File: src/sv/cbm_pkg.sv
// Shared constants and types for the cartridge bank mapper.
`default_nettype none
package cbm_pkg;

    localparam int unsigned KindWidth = 2;
    localparam int unsigned TargetWidth = 3;
    localparam int unsigned MappedWidth = 21;
    localparam int unsigned RomBankWidth = 7;
    localparam int unsigned RamBankWidth = 2;
    localparam int unsigned ApbAddrWidth = 3;
    localparam int unsigned ApbDataWidth = 32;

    typedef logic [KindWidth-1:0] kind_t;
    typedef logic [TargetWidth-1:0] target_t;

    localparam kind_t KIND_NONE = 2'd0;
    localparam kind_t KIND_MBC1 = 2'd1;
    localparam kind_t KIND_MBC2 = 2'd2;
    localparam kind_t KIND_MBC3 = 2'd3;

    localparam target_t TGT_BOOT = 3'd0;
    localparam target_t TGT_ROM = 3'd1;
    localparam target_t TGT_RAM = 3'd2;
    localparam target_t TGT_BANKREG = 3'd3;
    localparam target_t TGT_OTHER = 3'd4;

    localparam logic [15:0] BOOT_OFF_ADDR = 16'hFF50;
    localparam logic [3:0] RAM_ENABLE_KEY = 4'hA;
    localparam logic [7:0] CLOCK_SEL_LOW = 8'h08;
    localparam logic [7:0] CLOCK_SEL_HIGH = 8'h0C;

    typedef struct packed {
        target_t target;
        logic [MappedWidth-1:0] mapped_address;
        logic ram_write_ok;
    } result_t;

endpackage
`default_nettype wire

File: src/sv/cartridge_bank_mapper_unit.sv
// Top level of the cartridge bank mapper: bus access decode and banking registers.
`default_nettype none
// Maps one CPU bus access per cycle. Each accepted word is decoded against the
// current banking state in a single pass and its result lands in the output
// register on the next clock edge, so one word enters and one result leaves
// every cycle; the only limit is the output register, which stalls the input
// only while a result waits with m_ready low. Writes below 0x8000 update the
// banking state at the edge that accepts them, so the next word already sees
// the new bank. The controller kind (0 none, 1 MBC1, 2 MBC2, 3 MBC3) lives in
// APB address 0, set by the user only while the bus is idle; not enforced.
module cartridge_bank_mapper_unit
    import cbm_pkg::*;
(
    input  wire logic                    aclk,
    input  wire logic                    aresetn,
    input  wire logic                    psel,
    input  wire logic                    penable,
    input  wire logic                    pwrite,
    input  wire logic [ApbAddrWidth-1:0] paddr,
    input  wire logic [ApbDataWidth-1:0] pwdata,
    output logic      [ApbDataWidth-1:0] prdata,
    output logic                         pready,
    input  wire logic                    s_valid,
    output logic                         s_ready,
    input  wire logic                    s_mode,
    input  wire logic [15:0]             s_bus_address,
    input  wire logic [7:0]              s_write_data,
    output logic                         m_valid,
    input  wire logic                    m_ready,
    output logic      [TargetWidth-1:0]  m_target,
    output logic      [MappedWidth-1:0]  m_mapped_address,
    output logic                         m_ram_write_ok
);

    kind_t                   kind_reg;
    logic [RomBankWidth-1:0] rom_bank_reg, rom_bank_next;
    logic [RamBankWidth-1:0] ram_bank_reg, ram_bank_next;
    logic                    ram_enabled_reg, ram_enabled_next;
    logic                    banking_mode_reg, banking_mode_next;
    logic                    ram_select_reg, ram_select_next;
    logic                    boot_overlay_reg, boot_overlay_next;
    logic                    out_valid_reg;
    result_t                 result_reg, result_next;
    logic                    accept;
    logic                    cfg_write;
    logic                    in_ram;
    logic [4:0]              low_bank;
    logic [RomBankWidth-1:0] upper_bank;
    logic [MappedWidth-1:0]  rom_mapped;
    logic [MappedWidth-1:0]  ram_mapped;

    assign pready    = 1'b1;
    assign cfg_write = psel && penable && pwrite && (paddr[ApbAddrWidth-1] == 1'b0);
    assign prdata    = (paddr[ApbAddrWidth-1] == 1'b0)
                       ? {{(ApbDataWidth-KindWidth){1'b0}}, kind_reg} : '0;

    assign s_ready = !out_valid_reg || m_ready;
    assign accept  = s_valid && s_ready;

    assign in_ram     = (s_bus_address[15:13] == 3'b101);
    assign rom_mapped = {rom_bank_reg, s_bus_address[13:0]};
    assign ram_mapped = {{(MappedWidth-RamBankWidth-13){1'b0}}, ram_bank_reg,
                         s_bus_address[12:0]};
    assign low_bank   = (s_write_data[4:0] == 5'd0) ? 5'd1 : s_write_data[4:0];
    assign upper_bank = {s_write_data[1:0], rom_bank_reg[4:0]};

    always_comb begin
        result_next.target         = TGT_OTHER;
        result_next.mapped_address = {{(MappedWidth-16){1'b0}}, s_bus_address};
        result_next.ram_write_ok   = 1'b0;
        rom_bank_next     = rom_bank_reg;
        ram_bank_next     = ram_bank_reg;
        ram_enabled_next  = ram_enabled_reg;
        banking_mode_next = banking_mode_reg;
        ram_select_next   = ram_select_reg;
        boot_overlay_next = boot_overlay_reg;
        if (s_mode) begin
            if (s_bus_address[15] == 1'b0) begin
                result_next.target = TGT_BANKREG;
                if (kind_reg != KIND_NONE) begin
                    case (s_bus_address[14:13])
                        2'b00: begin
                            if (!(kind_reg == KIND_MBC2 && s_bus_address[4])) begin
                                ram_enabled_next = (s_write_data[3:0] == RAM_ENABLE_KEY);
                            end
                        end
                        2'b01: begin
                            case (kind_reg)
                                KIND_MBC1: rom_bank_next = {rom_bank_reg[6:5], low_bank};
                                KIND_MBC2: rom_bank_next = (s_write_data[3:0] == 4'd0)
                                    ? 7'd1 : {3'd0, s_write_data[3:0]};
                                default: rom_bank_next = (s_write_data[6:0] == 7'd0)
                                    ? 7'd1 : s_write_data[6:0];
                            endcase
                        end
                        2'b10: begin
                            if (kind_reg == KIND_MBC1) begin
                                if (banking_mode_reg) begin
                                    ram_bank_next = s_write_data[1:0];
                                end else begin
                                    rom_bank_next = (upper_bank == 7'd0) ? 7'd1 : upper_bank;
                                end
                            end else if (kind_reg == KIND_MBC3) begin
                                if (s_write_data <= 8'd3) begin
                                    ram_select_next = 1'b1;
                                    ram_bank_next   = s_write_data[1:0];
                                end else if (s_write_data >= CLOCK_SEL_LOW
                                             && s_write_data <= CLOCK_SEL_HIGH) begin
                                    ram_select_next = 1'b0;
                                end
                            end
                        end
                        default: begin
                            if (kind_reg == KIND_MBC1) begin
                                banking_mode_next = s_write_data[0];
                                if (!s_write_data[0]) begin
                                    ram_bank_next = '0;
                                end
                            end
                        end
                    endcase
                end
            end else if (in_ram) begin
                result_next.target         = TGT_RAM;
                result_next.mapped_address = ram_mapped;
                result_next.ram_write_ok   = ram_enabled_reg && ram_select_reg;
            end else if (s_bus_address == BOOT_OFF_ADDR) begin
                boot_overlay_next = (s_write_data != 8'd1);
            end
        end else begin
            if (s_bus_address[15:8] == 8'd0 && boot_overlay_reg) begin
                result_next.target = TGT_BOOT;
            end else if (s_bus_address[15:14] == 2'b00) begin
                result_next.target = TGT_ROM;
            end else if (s_bus_address[15:14] == 2'b01) begin
                result_next.target         = TGT_ROM;
                result_next.mapped_address = rom_mapped;
            end else if (in_ram) begin
                result_next.target         = TGT_RAM;
                result_next.mapped_address = ram_mapped;
            end
        end
    end

    always_ff @(posedge aclk) begin
        if (!aresetn) begin
            kind_reg         <= KIND_NONE;
            rom_bank_reg     <= 7'd1;
            ram_bank_reg     <= '0;
            ram_enabled_reg  <= 1'b0;
            banking_mode_reg <= 1'b1;
            ram_select_reg   <= 1'b1;
            boot_overlay_reg <= 1'b1;
            out_valid_reg    <= 1'b0;
        end else begin
            if (cfg_write) begin
                kind_reg <= pwdata[KindWidth-1:0];
            end
            if (accept) begin
                rom_bank_reg     <= rom_bank_next;
                ram_bank_reg     <= ram_bank_next;
                ram_enabled_reg  <= ram_enabled_next;
                banking_mode_reg <= banking_mode_next;
                ram_select_reg   <= ram_select_next;
                boot_overlay_reg <= boot_overlay_next;
                out_valid_reg    <= 1'b1;
            end else if (m_ready) begin
                out_valid_reg <= 1'b0;
            end
        end
    end

    always_ff @(posedge aclk) begin
        if (accept) begin
            result_reg <= result_next;
        end
    end

    assign m_valid          = out_valid_reg;
    assign m_target         = result_reg.target;
    assign m_mapped_address = result_reg.mapped_address;
    assign m_ram_write_ok   = result_reg.ram_write_ok;

endmodule
`default_nettype wire

File: config.mk
export PLATFORM = sky130hd
export DESIGN_NAME = cartridge_bank_mapper_unit
export DESIGN_NICKNAME = d
export VERILOG_FILES = /design/src/sv/cbm_pkg.sv /design/src/sv/cartridge_bank_mapper_unit.sv
export SDC_FILE = /design/constraint.sdc
export NUM_CORES = 1
export LEC_CHECK = 0
export ABC_AREA = 1
export BUFFER_PORTS_ARGS = -buffer_cell sky130_fd_sc_hd__buf_2
export CAP_MARGIN = 0
export CORE_ASPECT_RATIO = 1.75
export CORE_UTILIZATION = 46
export CTS_BUF_LIST = sky130_fd_sc_hd__clkbuf_2 sky130_fd_sc_hd__clkbuf_4 sky130_fd_sc_hd__clkbuf_8
export CTS_CLUSTER_DIAMETER = 120
export CTS_CLUSTER_SIZE = 28
export DETAILED_ROUTE_END_ITERATION = 7
export PLACE_DENSITY = 0.83
export SLEW_MARGIN = 20
export SYNTH_ARGS = -nofsm -noshare
export SYNTH_HDL_FRONTEND = slang
export SYNTH_SLANG_ARGS = --single-unit
File: constraint.sdc
create_clock -name aclk -period 1.5 [get_ports aclk]
set_input_delay 0.15 -clock aclk [delete_from_list [all_inputs] [get_ports aclk]]
set_output_delay 0.15 -clock aclk [all_outputs]
set_load 0.05 [all_outputs]
After elaboration in Yosys (flattened, before gate mapping). Index checks and enable logic that the tools add are counted.

Bits in latches: 0. Bits in read-only memories: 0. Bits in writable memories: 0. Flip-flop bits (word level): 41. Memories kept: 0. Word-level logic and storage cells: 102. Output and inout bits: 60.

$add $sub $neg: 0. Mux-type cells: 30. Equal/unequal tests: 16. $mul: 0. Bitwise gates (word level): 7. Magnitude comparators: 3. Reductions and logical operators: 34. Divide/modulo/power cells: 0. Shift operators: 0.

Operators by type and width (number): $mux 24 (3); $mux 21 (2); $mux 7 (4); $pmux 7 s2 (2); $mux 25 (1); $reduce_and 8->1 (3); $mux 22 (1); $eq 16x16->1 const B (1); $logic_not 7->1 (2); $mux 2 (7); $reduce_bool 2->1 (7); $reduce_and 6->1 (2); $reduce_and 10->1 (1); $mux 3 (3); $ge 8x4->1 const B (1); $le 8x2->1 const B (1); $le 8x4->1 const B (1); $logic_and 1x1->1 (8); $logic_not 8->1 (1); $ne 2x2->1 const B (4); $ne 8x1->1 const B (1); $not 1->1 (7); $eq 2x1->1 const B (3); $eq 2x2->1 const B (3); 17 further kinds (21).

Logic depth before layout (Yosys ltp).
Depth after elaboration: 6. Mapped depth: 10. Mapped depth without buffers: 10.

Worst setup path before layout. OpenSTA, ideal clock, no wires.

Path kind: flip-flop to flip-flop. From: register out_valid_reg, in the netlist m_valid. To: register result_reg (netlist bit m_mapped_address[0]) (enable). Arrival time: 1509 ps. Path buffers: 0. Library setup time: 380 ps. Slack: -389 ps. Cell stages (with the launch flop): 4. Required time: 1120 ps. Period minus slack after synthesis: 1889 ps. Cell sequence: dfxtp_1 > nand2_2 > nand2_1 > inv_1.

Cells in the longest elaborated chain, start to end: 3.

Ends and longest elaborated chain: start, declared (RTL line cartridge_bank_mapper_unit.sv:42) `logic out_valid_reg;`; start signal, assigned (RTL line cartridge_bank_mapper_unit.sv:154) `out_valid_reg <= 1'b0;`; start signal, assigned (RTL line cartridge_bank_mapper_unit.sv:166) `out_valid_reg <= 1'b1;`; start signal, assigned (RTL line cartridge_bank_mapper_unit.sv:168) `out_valid_reg <= 1'b0;`; $logic_not 1->1 (RTL line cartridge_bank_mapper_unit.sv:57) `assign s_ready = !out_valid_reg || m_ready;`; $logic_or 1x1->1 (RTL line cartridge_bank_mapper_unit.sv:57); via s_ready (RTL line cartridge_bank_mapper_unit.sv:24) `output logic s_ready,`; $logic_and 1x1->1 (RTL line cartridge_bank_mapper_unit.sv:58) `assign accept = s_valid && s_ready;`; via accept (RTL line cartridge_bank_mapper_unit.sv:44) `logic accept;`; end signal, assigned (RTL line cartridge_bank_mapper_unit.sv:175) `result_reg <= result_next;`; end, declared (RTL line cartridge_bank_mapper_unit.sv:43) `result_t result_reg, result_next;`.

The timed path passes the listed nets, and every way through them passes these cells. A chain may end at the register's enable or synchronous reset.

Final worst setup path.
From: register kind_reg[0]. To: register rom_bank_reg[6].

Cells in the longest elaborated chain, start to end: 3. Elaborated cells between the ends (all ways): 8.

Ends and longest elaborated chain: start, declared (RTL line cartridge_bank_mapper_unit.sv:35) `kind_t kind_reg;`; start signal, assigned (RTL line cartridge_bank_mapper_unit.sv:157) `kind_reg <= pwdata[KindWidth-1:0];`; $eq 2x2->1 or $eq 2x1->1 (tied branches) (RTL line cartridge_bank_mapper_unit.sv:88, cartridge_bank_mapper_unit.sv:97); $pmux 7 s2 or $ne 2x2->1 (tied branches); $pmux 7 s2 or $reduce_and 8->1 (tied branches); end signal, assigned (RTL line cartridge_bank_mapper_unit.sv:160) `rom_bank_reg <= rom_bank_next;`; end, declared (RTL line cartridge_bank_mapper_unit.sv:36) `logic [RomBankWidth-1:0] rom_bank_reg, rom_bank_next;`.

Several ways; a longest one is shown, not always the timed one.

==> impl_metrics.ini <==
[synthesis]
synth.yosys.seq_area_share_pct = 46.7
synthTopCellsByCount = nand2_1, inv_1, nor2_1, buf_4, edfxtp_1
yosys_warnings = 0
synth_cells = 273
yosysUniqueCellTypes = 29
yosysTopAreaCell = edfxtp_1
syn-mean-instance-area_um2 = 8.41
synthArstFlopShare_pct = 0
synth-seq-cells = 41
synthFlopType = edfxtp_1
synth_most_common_cell = nand2_1
synth-edff-count = 25
synth.cell_area_um2 = 2290
yosysTopAreaCellShare_pct = 32.7
synthTopCellsByArea = edfxtp_1, dfxtp_1, buf_4

[placement]
gp_congestion = 0.897
io_buffers = 63
hpwl_mm = 3.80
pre_cts_ws_ps = 7.61
place_area_um2 = 2640

[floorplan]
die_w_um = 55.4
core_area_um2 = 4750
die-area_um2 = 5290
initial_core_util_pct = 48.3
ioPinCount = 127
die_h_um = 95.4
rows = 33

[timing]
finalClockSkew_ps = 6.42
tns_ps = 0
rsz0062_at_grt = no
hold_viol = 0
layout_setup_ws_ps = 116
fin_crit_sh_pct = 92.2
drv_slew = 0
setup_viol_count_final = 0
finalCriticalPeriod_ps = 1380
maxClockFrequency_mhz = 723

[global_route]
grt_overflow = 0
grt_pass1_vias = 1878
grtUsageTotal_pct = 18.4
antenna_found_initial = 0
grt_pass1_wl_mm = 7.67
grt_start_max_net_pins = 26

[detailed_routing]
wirelength_mm = 4.70
via_per_inst = 4.82
drc = 0
vias = 1947
wl_per_cell_um = 11.6
drt_iter0_markers = 56
ant_nets = 0
firstDrtPassIters = 4

[finish]
fillCellCount = 423
diodes = 0
stdcell_area_um2 = 2750
drive_gt1_share_pct = 29.0
multi_input_area_um2 = 953
largest_register_ff_count = 21
register_area_um2 = 1080
syn2layout_area_growth_pct = 19.8
final_nets = 426

[worst_setup_path]
cp_slowest_cell = dfxtp_2
crit_type = reg -> reg
critPathTopFamily = simple AND/OR/NAND/NOR gates
cp.buffers_inverters = 2
crit_top_cell = inv_1
crit_fanout = 4
slowest_delay_ps = 350
path_cells = inv_1 > ha_4 > inv_1 > nand3_2 > nor2_4 > nand2_1 > o21ai_0 > a21oi_1
start_kind = flip-flop
endpoint_kind = flip-flop
required_ps = 1680
crit_arrival_ps = 1560

[clock_network]
clkSinkCount = 41
clockBufferDepth = 2
path_clk_slew_ps = 80
h-tree-depth = 2
cts_made_buffers = 5
post-cts-setup-buffers = 0
cts-root-buf = clkbuf_8
tritoncts = yes
clock_latency_ps = 290

[power]
peakVddDrop_mv = 0.790
power.density_nw_per_um2 = 938
p_leak_nw = 1.33

[job]
drv_cap = 0

[outcome]
status = complete, no violations

[min_path]
min_path_type = in -> reg
## layer usage
metal,global-route usage [%],part of all wire [%],up-vias
li1,-,-,974
met4,8.33,2.7,0
met1,16.4,36,867
met5,0,0,-
met2,38.2,55,95
met3,3.80,6.1,11
## report_power, final
group | internal [W] | switching, W | total (W)
Clock | 0.000322 | 0.000371 | 0.000693
Sequential | 0.00124 | 0.0000109 | 0.00126
Combinational | 0.000128 | 0.000501 | 0.000629
## cells by family (layout without fill, tap and decap cells)
kind of cell             count (synthesis)  after routing  share of synthesized area [%]
AND/OR/NAND/NOR                        117            117                           23.0
adder cells (fa/ha/maj)                  8              8                           4.36
AO/OA/AOI/OAI                           31             31                           7.91
buffers and inverters                   74            124                           17.7
flip-flops                              41             41                           46.7
other                                    2             31                          0.327
## final cells by class
cell class	instances	share of cell area (%)
sequential	41	39.1
multi-input combinational	187	34.7
timing repair buffer	75	14.7
inverter	41	5.92
clock buffer	5	2.50
tap	52	2.37
clock inverter	3	0.637
## what timing repair did
item,CTS,global route
gates resized for setup,1,4
setup endpoints to repair,1,10
hold buffers,0,0
pin swaps,0,1
## final timing paths
path                                     start                            end  slack [ps]  cells past startpoint
hold reg to reg   rom_bank_reg[5]$_SDFFE_PN0P_   rom_bank_reg[5]$_SDFFE_PN0P_         460                      2
hold / removal                s_bus_address[2]  m_mapped_address[2]$_DFFE_PP_          50                      1
setup reg to reg      kind_reg[0]$_SDFFE_PN0P_   rom_bank_reg[6]$_SDFFE_PN0P_         120                      8
setup / recovery      kind_reg[0]$_SDFFE_PN0P_   rom_bank_reg[6]$_SDFFE_PN0P_         120                      8
## stage by stage
stage / util, % / power (W) / instances / hold WS (ps)
after detailed placement: 55.6 / 0.00190 / 396 / 345
after CTS: 57.5 / 0.00259 / 404 / 47.3
after floorplan: - / 0.00181 / 302 / 249
after global routing: 57.9 / 0.00268 / 404 / 40.2
final: 57.9 / 0.00258 / 404 / 50.7
after global placement: 55.6 / 0.00190 / 396 / 341
## placed cells by master, fill, tap and decap left out, drive strengths merged
cell type	Yosys	routed
buf	32	75
nand2	49	49
inv	40	39
nor2	37	37
conb	2	31
edfxtp	25	25
nand3	16	16
dfxtp	16	16
a21oi	13	13
o21ai	13	13
nand4	8	8
ha	8	8
clkbuf	1	5
nor3	5	5
clkinv	1	4
o31ai	2	2
clkinvlp	0	1
o21a	1	1
o211ai	1	1
nor2b	1	1
nor4	1	1
o311ai	1	1
No activity file was read; power rests on OpenSTA's default activity.
